### src/rtl/rbaj_pkg.sv
// Package for the response bulk array joiner: payload types, byte codes and phase encoding.
// No dependencies.
package rbaj_pkg;

    localparam int OUT_OFFSET_BITS  = 16;
    localparam int MAX_HEADER_CHARS = 9;
    localparam int QUEUE_DEPTH      = 3;

    localparam logic [7:0] CH_STAR   = 8'h5C;
    localparam logic [7:0] CH_DOLLAR = 8'h5B;
    localparam logic [7:0] CH_COMMA  = 8'h6B;
    localparam logic [7:0] CH_CR     = 8'h0D;
    localparam logic [7:0] CH_LF     = 8'h25;
    localparam logic [7:0] CH_MINUS  = 8'h60;
    localparam logic [7:0] CH_PLUS   = 8'h4E;
    localparam logic [7:0] CH_DIG0   = 8'hF0;
    localparam logic [7:0] CH_DIG9   = 8'hF9;

    localparam logic [1:0] ST_OK        = 2'd0;
    localparam logic [1:0] ST_EMPTY     = 2'd1;
    localparam logic [1:0] ST_MALFORMED = 2'd2;

    localparam logic [1:0] REG_OUT_CAPACITY = 2'd0;

    typedef struct packed {
        logic [7:0] in_byte;
        logic       end_of_response;
    } in_item_t;

    typedef struct packed {
        logic        kind;
        logic [7:0]  data_byte;
        logic [1:0]  status;
        logic [29:0] elems_written;
        logic [15:0] out_length;
    } out_item_t;

    typedef enum logic [7:0] {
        PH_STAR   = 8'b0000_0001,
        PH_COUNT  = 8'b0000_0010,
        PH_DOLLAR = 8'b0000_0100,
        PH_LEN    = 8'b0000_1000,
        PH_DATA   = 8'b0001_0000,
        PH_TCR    = 8'b0010_0000,
        PH_TLF    = 8'b0100_0000,
        PH_DONE   = 8'b1000_0000
    } phase_t;

endpackage

### src/rtl/rbaj_queue.sv
// Result queue between the parser and the consumer side; its almost-full flag counts the write in progress.
// Depends on rbaj_pkg.
module rbaj_queue (
    input  logic               clk,
    input  logic               rst_n,
    input  logic               wr_en,
    input  rbaj_pkg::out_item_t wr_item,
    output logic               almost_full,
    output logic               empty,
    input  logic               rd_en,
    output rbaj_pkg::out_item_t rd_item
);
    import rbaj_pkg::*;

    localparam int AW = $clog2(QUEUE_DEPTH);

    out_item_t   mem_reg [QUEUE_DEPTH];
    logic [AW-1:0] wp_reg, rp_reg;
    logic [AW:0]   cnt_reg;

    assign empty       = (cnt_reg == '0);
    // no slot left once the write now in progress has landed
    assign almost_full = ((cnt_reg + (AW+1)'(wr_en)) >= (AW+1)'(QUEUE_DEPTH));
    assign rd_item     = mem_reg[rp_reg];

    always_ff @(posedge clk)
    begin
        if (wr_en) mem_reg[wp_reg] <= wr_item;
    end

    always_ff @(posedge clk or negedge rst_n)
    begin
        if (!rst_n)
        begin
            wp_reg <= '0; rp_reg <= '0; cnt_reg <= '0;
        end
        else
        begin
            if (wr_en) wp_reg <= (wp_reg == AW'(QUEUE_DEPTH-1)) ? '0 : wp_reg + 1'b1;
            if (rd_en) rp_reg <= (rp_reg == AW'(QUEUE_DEPTH-1)) ? '0 : rp_reg + 1'b1;
            cnt_reg <= cnt_reg + (AW+1)'(wr_en) - (AW+1)'(rd_en);
        end
    end

    assert property (@(posedge clk) disable iff (!rst_n)
        wr_en |-> cnt_reg < (AW+1)'(QUEUE_DEPTH) || rd_en) else $error("queue overflow");
    assert property (@(posedge clk) disable iff (!rst_n)
        rd_en |-> !empty) else $error("queue underflow");
    assert property (@(posedge clk) disable iff (!rst_n)
        wr_en && !rd_en |=> cnt_reg == $past(cnt_reg) + 1'b1) else $error("count slip");
endmodule

### config.mk
export PLATFORM = sky130hd
export DESIGN_NAME = rbaj_queue
export DESIGN_NICKNAME = d
export VERILOG_FILES = /design/src/rtl/rbaj_pkg.sv /design/src/rtl/rbaj_queue.sv
export SDC_FILE = /design/constraint.sdc
export NUM_CORES = 1
export LEC_CHECK = 0
export BUFFER_PORTS_ARGS = -buffer_cell sky130_fd_sc_hd__buf_2
export CAP_MARGIN = 20
export CORE_MARGIN = 10
export CORE_UTILIZATION = 45
export CTS_BUF_LIST = sky130_fd_sc_hd__clkbuf_8
export DETAILED_ROUTE_END_ITERATION = 8
export PLACE_DENSITY = 0.72
export SETUP_SLACK_MARGIN = 0.4
export SYNTH_ARGS = -nofsm -noshare
export SYNTH_HDL_FRONTEND = slang
export SYNTH_SLANG_ARGS = --single-unit
### constraint.sdc
create_clock -name clk -period 6.1 [get_ports clk]
set_input_delay 0 -clock clk [delete_from_list [all_inputs] [get_ports clk]]
set_output_delay 0 -clock clk [all_outputs]
set_load 0.02 [all_outputs]
==> results of run 1 <==
## per-layer routing
layer  up-vias  wire length, µm  share of wire  track usage
met5         -                0              0            0
met4         0              236          0.018      0.05594
met3        19              715          0.055      0.04406
met2        94             6821           0.52       0.2252
met1      1831             5248           0.40       0.1540
li1       1843                -              -            -
## cell usage after synthesis (all sizes together)
cell type,instances
xnor2,2
mux2i,59
ha,4
inv,6
buf,14
o21ai,59
nor3,1
nor3b,2
dfrtp,7
nand2,58
nor2,1
clkbuf,5
nand2b,2
edfxtp,171
a21o,1
## timing repair
item	4_1_cts	5_1_grt
hold endpoints to repair	184	0
setup endpoints to repair	0	0
hold buffers	61	0
## area by class of cell
| cell class | instances | share of cell area |
|---|---|---|
| clock buffer | 17 | 0.02789 |
| clock inverter | 15 | 0.009694 |
| inverter | 6 | 0.002685 |
| multi-input combinational | 189 | 0.1469 |
| sequential | 178 | 0.6339 |
| tap | 184 | 0.02744 |
| timing repair buffer | 186 | 0.1515 |
## how the worst max path moves through the flow
stage | endpoint | cells after the start
after floorplan | mem_reg[0][0]$_DFFE_PP_ | 1
after detailed placement | mem_reg[1][37]$_DFFE_PP_ | 3
after CTS | rd_item[20] | 3
after global routing | rd_item[23] | 3
final | rd_item[20] | 3
after global placement | mem_reg[1][36]$_DFFE_PP_ | 3
## stage by stage
step	worst slack, ns	power (mW)
6_report	3.762	3.029
5_1_grt	3.592	3.196
4_1_cts	3.717	3.060
3_5_place_dp	3.980	2.379
3_3_place_gp	3.964	2.358
2_1_floorplan	0.8884	2.134
## power groups by stage
stage	combinational (mW)	clock, mW	sequential [mW]
2_1_floorplan	0.525	0	1.61
3_3_place_gp	0.672	0	1.69
3_5_place_dp	0.685	0	1.69
4_1_cts	0.718	0.676	1.67
5_1_grt	0.809	0.728	1.66
6_report	0.739	0.653	1.64
## cells by family after synthesis
kind of cell,share of synthesized area
flops,0.7939
simple gates,0.03797
compound gates,0.04527
mux,0.08829
buf+inv,0.02450
fa+ha+maj,0.007483
xor+xnor,0.002619
## critical path, stage by stage (launching register included)
cell     delay, ns
dfrtp_4       1.14
mux2i_1       0.16
o21ai_0       0.34
buf_2         0.24
==> impl_metrics.yaml, run 1 <==
synthesis:
  synth_area_um2: 6689
  yosysSeqAreaShare: 0.7939
  ys.warnings.count: 0
  synth_area_leaders: "edfxtp_1 77%, mux2i_1 8.8%, nand2_1 3.3%"
  syn_nets: 457
  synth-seq-cells: 178
  netlist_instances: 392
  synth_top_cell_by_area: "edfxtp_1"
  synth_cell_type_count: 20
  post_synth.cell_area_avg_um2: 17.06
  synth_top_area_frac: 0.7677
routing:
  drc: 0
  drt-total-wl_um: 13020
  drtIter0Drc: 224
  wl_per_cell_um: 16.80
  ant_nets: 0
  via_count: 3787
  dr.pass1.iters: 4
  vias_per_cell: 4.886
grt:
  antenna_found_initial: 0
  grt_usage: 0.1339
  grt_max_degree: 117
  grt_pass1_wl_um: 21050
  grt_pass1_vias: 4023
  overflow: 0
cells_and_area:
  final_nets: 643
  layout-drive-gt1-share: 0.2623
  fin_cells: 775
  fillers: 1130
  final_common_cell: "edfxtp_1"
  multi_input_area_um2: 1232
  postLayoutCoreUtil: 0.5772
  regArea_um2: 5318
  syn_to_final_growth_pct: 25.42
  diodes: 0
  stdcell_area_um2: 8389
  final_cell_mix: "171 x edfxtp_1, 119 x buf_2, 61 x dlygate4sd3_1, 59 x mux2i_1, 58 x nand2_1"
  largest_reg_flops: 171
worst_setup_path:
  crit_fanout: 58
  r2r_slack_ns: 4.01
  r2r_cells: 3
  r2r-start: "wp_reg[0]$_DFFE_PN0P_"
  worstPathRequired_ns: 6.10
  worstPathArrival_ns: 2.34
  start_kind: "flip-flop"
  cp-end-kind: "primary output"
  critPathKind: "flip-flop to primary output"
  rr_endpoint: "mem_reg[1][43]$_DFFE_PP_"
  crit_path_start: "rp_reg[0]$_DFFE_PN0P_"
placed_design:
  placedCellCount: 681
  placed_cell_area_um2: 7436
  dp_hpwl_um: 7964
  gp_congestion: 0.7108
  port-buffer-count: 119
power:
  clock_power_share: 0.216
  swShare: 0.3169
  vdd_drop_max_mv: 0.1952
  switching_power_uw: 960.0
  p_leak_nw: 3.147
  p_per_area_nw_per_um2: 361.1
  p_comb_frac: 0.244
  seqPwrFrac: 0.540
  internal_power_mw: 2.069
clock_network:
  cts_buffer_depth: 2
  cts_buffers: 17
  clk_latency_ns: 0.44
  cts_sinks: 178
  cts-root-buf: "clkbuf_8"
  cts-resized-gates: 0
  clkTransAtPathRegs_ns: 0.09
  post_cts_buffers: 0
  cts_tree: "done"
  htreeDepth: 4
floorplanning:
  die_area_um2: 20140
  start_util: 0.4602
  dieHeight_um: 141.9
  core_area_um2: 14530
  die_w_um: 141.9
  boundaryPins: 120
  num_rows: 44
sta:
  hold_ws_ns: 0.2857
  fmax_mhz: 427.7
  setup_viol: 0
  final_max_slew_viol_count: 0
  fin_crit_sh: 0.3833
  rsz0062_at_grt: "no"
  slew_headroom: 0.2883
  worst_pin_slew_ns: 1.068
  fin_skew_ns: 0.009491
  finalHoldViolations: 0
  period_needed_ns: 2.338
  tns_ns: 0
outcome:
  status: "complete, no violations"
worst_hold_path:
  hold_start: "wr_item[4]"
  hold-path-endpoint: "mem_reg[2][4]$_DFFE_PP_"
  hold_path_depth: 2
  hold_class: "input port to flip-flop"
run:
  maxCapViolations: 0
(Power assumes the default switching activity.)
==> run 2: changes to the inputs <==
==> constraint.sdc (replaced) <==
create_clock -name clk -period 2.4 [get_ports clk]
set_input_delay 0 -clock clk [delete_from_list [all_inputs] [get_ports clk]]
set_output_delay 0 -clock clk [all_outputs]
set_load 0.02 [all_outputs]
==> impl_metrics.yaml, run 2 (synthesized netlist as in run 1, its figures left out) <==
outcome:
  status: "complete, no violations"
clock_network:
  cts-root-buf: "clkbuf_8"
  htreeDepth: 4
  cts_sinks: 178
  cts_buffers: 17
  clkTransAtPathRegs_ns: 0.10
  cts_buffer_depth: 2
  cts-resized-gates: 0
  clk_latency_ns: 0.46
  cts_tree: "done"
grt:
  grt_max_degree: 47
  antenna_found_initial: 2
  grt_pass1_wl_um: 22050
  grt_pass1_vias: 4198
  grt_usage: 0.1407
  overflow: 0
sta:
  rsz0062_at_grt: "no"
  finalHoldViolations: 0
  setup_viol: 0
  period_needed_ns: 1.900
  fin_skew_ns: 0.007033
  final_max_slew_viol_count: 0
  worst_pin_slew_ns: 0.4973
  fmax_mhz: 526.2
  slew_headroom: 0.6677
  tns_ns: 0
  fin_crit_sh: 0.7918
floorplanning:
  die_area_um2: 20140
  boundaryPins: 120
  start_util: 0.4602
  core_area_um2: 14530
  die_w_um: 141.9
  num_rows: 44
  dieHeight_um: 141.9
worst_hold_path:
  hold_class: "input port to flip-flop"
placed_design:
  dp_hpwl_um: 8321
  gp_congestion: 0.7045
  port-buffer-count: 119
  placed_cell_area_um2: 7559
cells_and_area:
  final_cell_mix: "171 x edfxtp_1, 119 x buf_2, 61 x dlygate4sd3_1, 59 x mux2i_1, 58 x nand2_1"
  syn_to_final_growth_pct: 29.26
  fillers: 1100
  final_common_cell: "edfxtp_1"
  largest_reg_flops: 171
  final_nets: 654
  stdcell_area_um2: 8646
  layout-drive-gt1-share: 0.2890
worst_setup_path:
  start_kind: "flip-flop"
  worstPathRequired_ns: 2.40
  critPathKind: "flip-flop to primary output"
  crit_fanout: 25
  r2r_slack_ns: 0.84
  worstPathArrival_ns: 1.90
  cp-end-kind: "primary output"
routing:
  ant_nets: 0
  drt-total-wl_um: 14160
  via_count: 3855
  wl_met1_um: 5680
  wl_per_cell_um: 17.96
  wl_met3_um: 785
  wl_met2_um: 7418
  drtIter0Drc: 281
  vias_per_cell: 4.892
  top_layer: "met4"
  dr.pass1.iters: 4
  drc: 0
power:
  p_leak_nw: 3.262
  vdd_drop_max_mv: 0.5086
  p_per_area_nw_per_um2: 949.0
  finalPower_mw: 8.205
run:
  maxCapViolations: 0
## run 2: cell types whose count changed in the layout (fill, tap and decap cells not counted), moves of 2 or more
cell,delta
buf_12,+5
buf_8,+2
dfrtp_1,-2
nor3b_2,-2
inv_1,-3
nor3b_4,+2
dfrtp_2,+2
bufinv_16,+2
diode_2,+2
clkinv_1,-3
clkinvlp_4,-2
inv_6,+2
buf_4,+4
inv_8,+2
## run 2: repair_timing
item,in CTS,in global routing
endpoints found under the setup margin,45,2
hold buffers,61,0
hold endpoints to repair,184,0
setup buffers,2,4
cloned,0,0
## run 2: layout make-up
| class | instances | area, µm² | share of cell area |
|---|---|---|---|
| multi-input combinational | 189 | 1245 | 0.1440 |
| clock buffer | 17 | 234.0 | 0.02706 |
| sequential | 178 | 5320 | 0.6153 |
| inverter | 6 | 22.52 | 0.002605 |
| tap | 184 | 230.2 | 0.02663 |
| clock inverter | 15 | 157.7 | 0.01823 |
| timing repair buffer | 197 | 1431 | 0.1656 |
| antenna | 2 | 5.005 | 0.0005789 |
## run 2: per-layer routing
layer  up-vias  global-route usage
li1       1867                   -
met1      1852              0.1545
met2       115              0.2440
met3        21             0.04806
met4         0             0.05756
met5         -                   0
## run 2: worst max-delay path, stage by stage (launching register included)
cell     delay, ns
dfrtp_4       0.56
buf_12        0.21
mux2i_1       0.13
o21ai_0       0.31
buf_2         0.24
## run 2: path summary, 6_finish.rpt
path	start	to	depth (start not counted)
worst max-delay path	rp_reg[0]$_DFFE_PN0P_	rd_item[4]	4
worst min-delay path	wr_item[52]	mem_reg[1][52]$_DFFE_PP_	2
worst max register to register	wp_reg[0]$_DFFE_PN0P_	mem_reg[1][11]$_DFFE_PP_	3
worst min register to register	wp_reg[1]$_DFFE_PN0P_	wp_reg[1]$_DFFE_PN0P_	1
max in group asynchronous	rst_n	rp_reg[1]$_DFFE_PN0P_	3
min in group asynchronous	rst_n	wp_reg[0]$_DFFE_PN0P_	3
## run 2: stage by stage
step,setup WS (ns),cells,util,hold slack (ns)
global placement,0.7999,687,0.5201,-0.1472
floorplan,0.003672,392,-,-0.2956
global route,0.4483,788,0.5949,0.2575
detailed placement,0.8031,687,0.5201,-0.1449
CTS,0.4132,782,0.5919,0.2358
finish,0.4997,788,0.5949,0.2784
## run 2: power breakdown
group	switching, mW	leakage, nW	internal, mW	total, mW
combinational	1.35	1.41	0.787	2.14
clock	1.08	0.195	0.935	2.02
sequential	0.163	1.66	3.89	4.05
total	2.59	3.26	5.61	8.21
==> run 3: changes to the inputs <==
--- a/config.mk
+++ b/config.mk
@@ -11,7 +11,7 @@
 export CORE_UTILIZATION = 45
 export CTS_BUF_LIST = sky130_fd_sc_hd__clkbuf_8
 export DETAILED_ROUTE_END_ITERATION = 8
-export PLACE_DENSITY = 0.72
+export PLACE_DENSITY = 0.74
 export SETUP_SLACK_MARGIN = 0.4
 export SYNTH_ARGS = -nofsm -noshare
 export SYNTH_HDL_FRONTEND = slang
==> constraint.sdc (replaced) <==
create_clock -name clk -period 1.62 [get_ports clk]
set_input_delay 0 -clock clk [delete_from_list [all_inputs] [get_ports clk]]
set_output_delay 0 -clock clk [all_outputs]
set_load 0.02 [all_outputs]
==> impl_metrics.yaml, run 3 (synthesized netlist as in run 1, its figures left out) <==
outcome:
  status: "finished, violations left"
  violations: "negative setup slack"
cells_and_area:
  stdcell_area_um2: 10050
  fin_cells: 838
  syn_to_final_growth_pct: 50.26
  final_common_cell: "edfxtp_1"
  diodes: 0
  largest_reg_flops: 171
  layout-drive-gt1-share: 0.3700
  final_cell_mix: "171 x edfxtp_1, 64 x buf_4, 60 x dlygate4sd3_1, 60 x buf_2, 57 x nand2_1"
  postLayoutCoreUtil: 0.6915
  final_nets: 706
floorplanning:
  dieHeight_um: 141.9
  num_rows: 44
  boundaryPins: 120
  core_area_um2: 14530
  start_util: 0.4602
  die_w_um: 141.9
  die_area_um2: 20140
grt:
  grt_pass1_vias: 4462
  grt_usage: 0.1705
  grt_max_degree: 28
  grt_pass1_wl_um: 25990
  antenna_found_initial: 0
  overflow: 0
sta:
  rsz0062_at_grt: "yes"
  fin_crit_sh: 1.076
  fin_skew_ns: 0.01123
  slew_headroom: 0.7205
  hold_ws_ns: 0.1542
  period_needed_ns: 1.744
  fmax_mhz: 573.4
  setup_viol: 54
  final_max_slew_viol_count: 0
  worst_pin_slew_ns: 0.4178
  worst_slack_ns: -0.1238
  finalHoldViolations: 0
routing:
  wl_per_cell_um: 20.81
  via_count: 4310
  dr.pass1.iters: 5
  drc: 0
  drtIter0Drc: 381
  ant_nets: 0
  drt-total-wl_um: 17440
  vias_per_cell: 5.143
power:
  vdd_drop_max_mv: 0.9773
  p_per_area_nw_per_um2: 1433
  finalPower_mw: 14.40
  p_leak_nw: 3.843
worst_setup_path:
  crit_slowest_cell: "dfrtp_4"
  r2r_cells: 5
  r2r_slack_ns: 0.17
  r2r-start: "wp_reg[0]$_DFFE_PN0P_"
  path_depth: 5
  cp-end-kind: "primary output"
  max_stage_delay_ns: 0.54
  worstPathRequired_ns: 1.62
  crit_fanout: 5
  critPathKind: "flip-flop to primary output"
  rr_endpoint: "mem_reg[0][36]$_DFFE_PP_"
  start_kind: "flip-flop"
  cp_num_buf_inv: 3
  worstPathArrival_ns: 1.74
  worstPathCellList: "buf_12 > buf_16 > mux2i_1 > o21ai_1 > buf_4"
  critical_path.top_delay_family: "flip-flops"
clock_network:
  cts_buffer_depth: 2
  clkTransAtPathRegs_ns: 0.09
  cts_sinks: 178
  cts_tree: "done"
  clk_latency_ns: 0.46
  htreeDepth: 4
  cts_buffers: 17
  cts-root-buf: "clkbuf_8"
worst_hold_path:
  hold_class: "input port to flip-flop"
  hold_start: "wr_en"
  hold_path_depth: 5
  hold-path-endpoint: "cnt_reg[0]$_DFF_PN0_"
placed_design:
  placedCellCount: 689
  placed_cell_area_um2: 7699
  gp_congestion: 0.7164
  port-buffer-count: 119
  dp_hpwl_um: 8751
run:
  maxCapViolations: 0
## run 3: final cells by class
cell class                      instances  area (µm²)
Clock buffer                           17       234.0
Clock inverter                         15       168.9
Fill cell                             935        4483
Inverter                                6       30.03
Multi-Input combinational cell        189        1366
Sequential cell                       178        5320
Tap cell                              184       230.2
Timing Repair Buffer                  249        2701
## run 3: routing by layer
layer  wire length [µm]  up-vias  track usage
met2               9046      166       0.2911
li1                   -     1987            -
met1               6984     2136       0.2047
met5                  0        -            0
met4                220        0      0.04841
met3               1183       21      0.05073
## run 3: timing repair
item                                   4_1_cts  5_1_grt
setup buffers                               28        4
setup endpoints to repair                  232      234
hold buffers                                61        0
resized for setup                          110       15
pin swaps                                    5        6
endpoints found under the hold margin      183        0
gates cloned                                19        5
## run 3: per-stage QoR
step,setup TNS [ns],worst slack [ns]
2_1_floorplan,-96.20,-0.7763
3_5_place_dp,0,0.2617
4_1_cts,-4.421,-0.1379
6_report,-3.077,-0.1238
5_1_grt,-7.398,-0.2093
3_3_place_gp,0,0.2920
## run 3: how the worst max path moves through the flow
stage	startpoint	end	slack, ns
3_5_place_dp	rp_reg[1]$_DFFE_PN0P_	rd_item[0]	0.26
6_report	rp_reg[0]$_DFFE_PN0P_	rd_item[10]	-0.12
4_1_cts	rp_reg[0]$_DFFE_PN0P_	rd_item[39]	-0.14
3_3_place_gp	rp_reg[1]$_DFFE_PN0P_	rd_item[0]	0.29
2_1_floorplan	wp_reg[0]$_DFFE_PN0P_	mem_reg[0][0]$_DFFE_PP_	-0.78
5_1_grt	rp_reg[0]$_DFFE_PN0P_	rd_item[8]	-0.21
## run 3: tightest hold or removal path, stage by stage
cell and delay, ns:
buf_2 0.14, ha_4 0.23, inv_4 0.06, ha_4 0.12, inv_1 0.03
## run 3: where the power goes
group | switching, mW | leakage, nW | internal (mW) | total, mW
Clock | 1.55 | 0.204 | 1.51 | 3.06
Sequential | 0.280 | 1.66 | 5.76 | 6.04
Combinational | 2.62 | 1.98 | 2.67 | 5.29
Total | 4.46 | 3.84 | 9.94 | 14.4
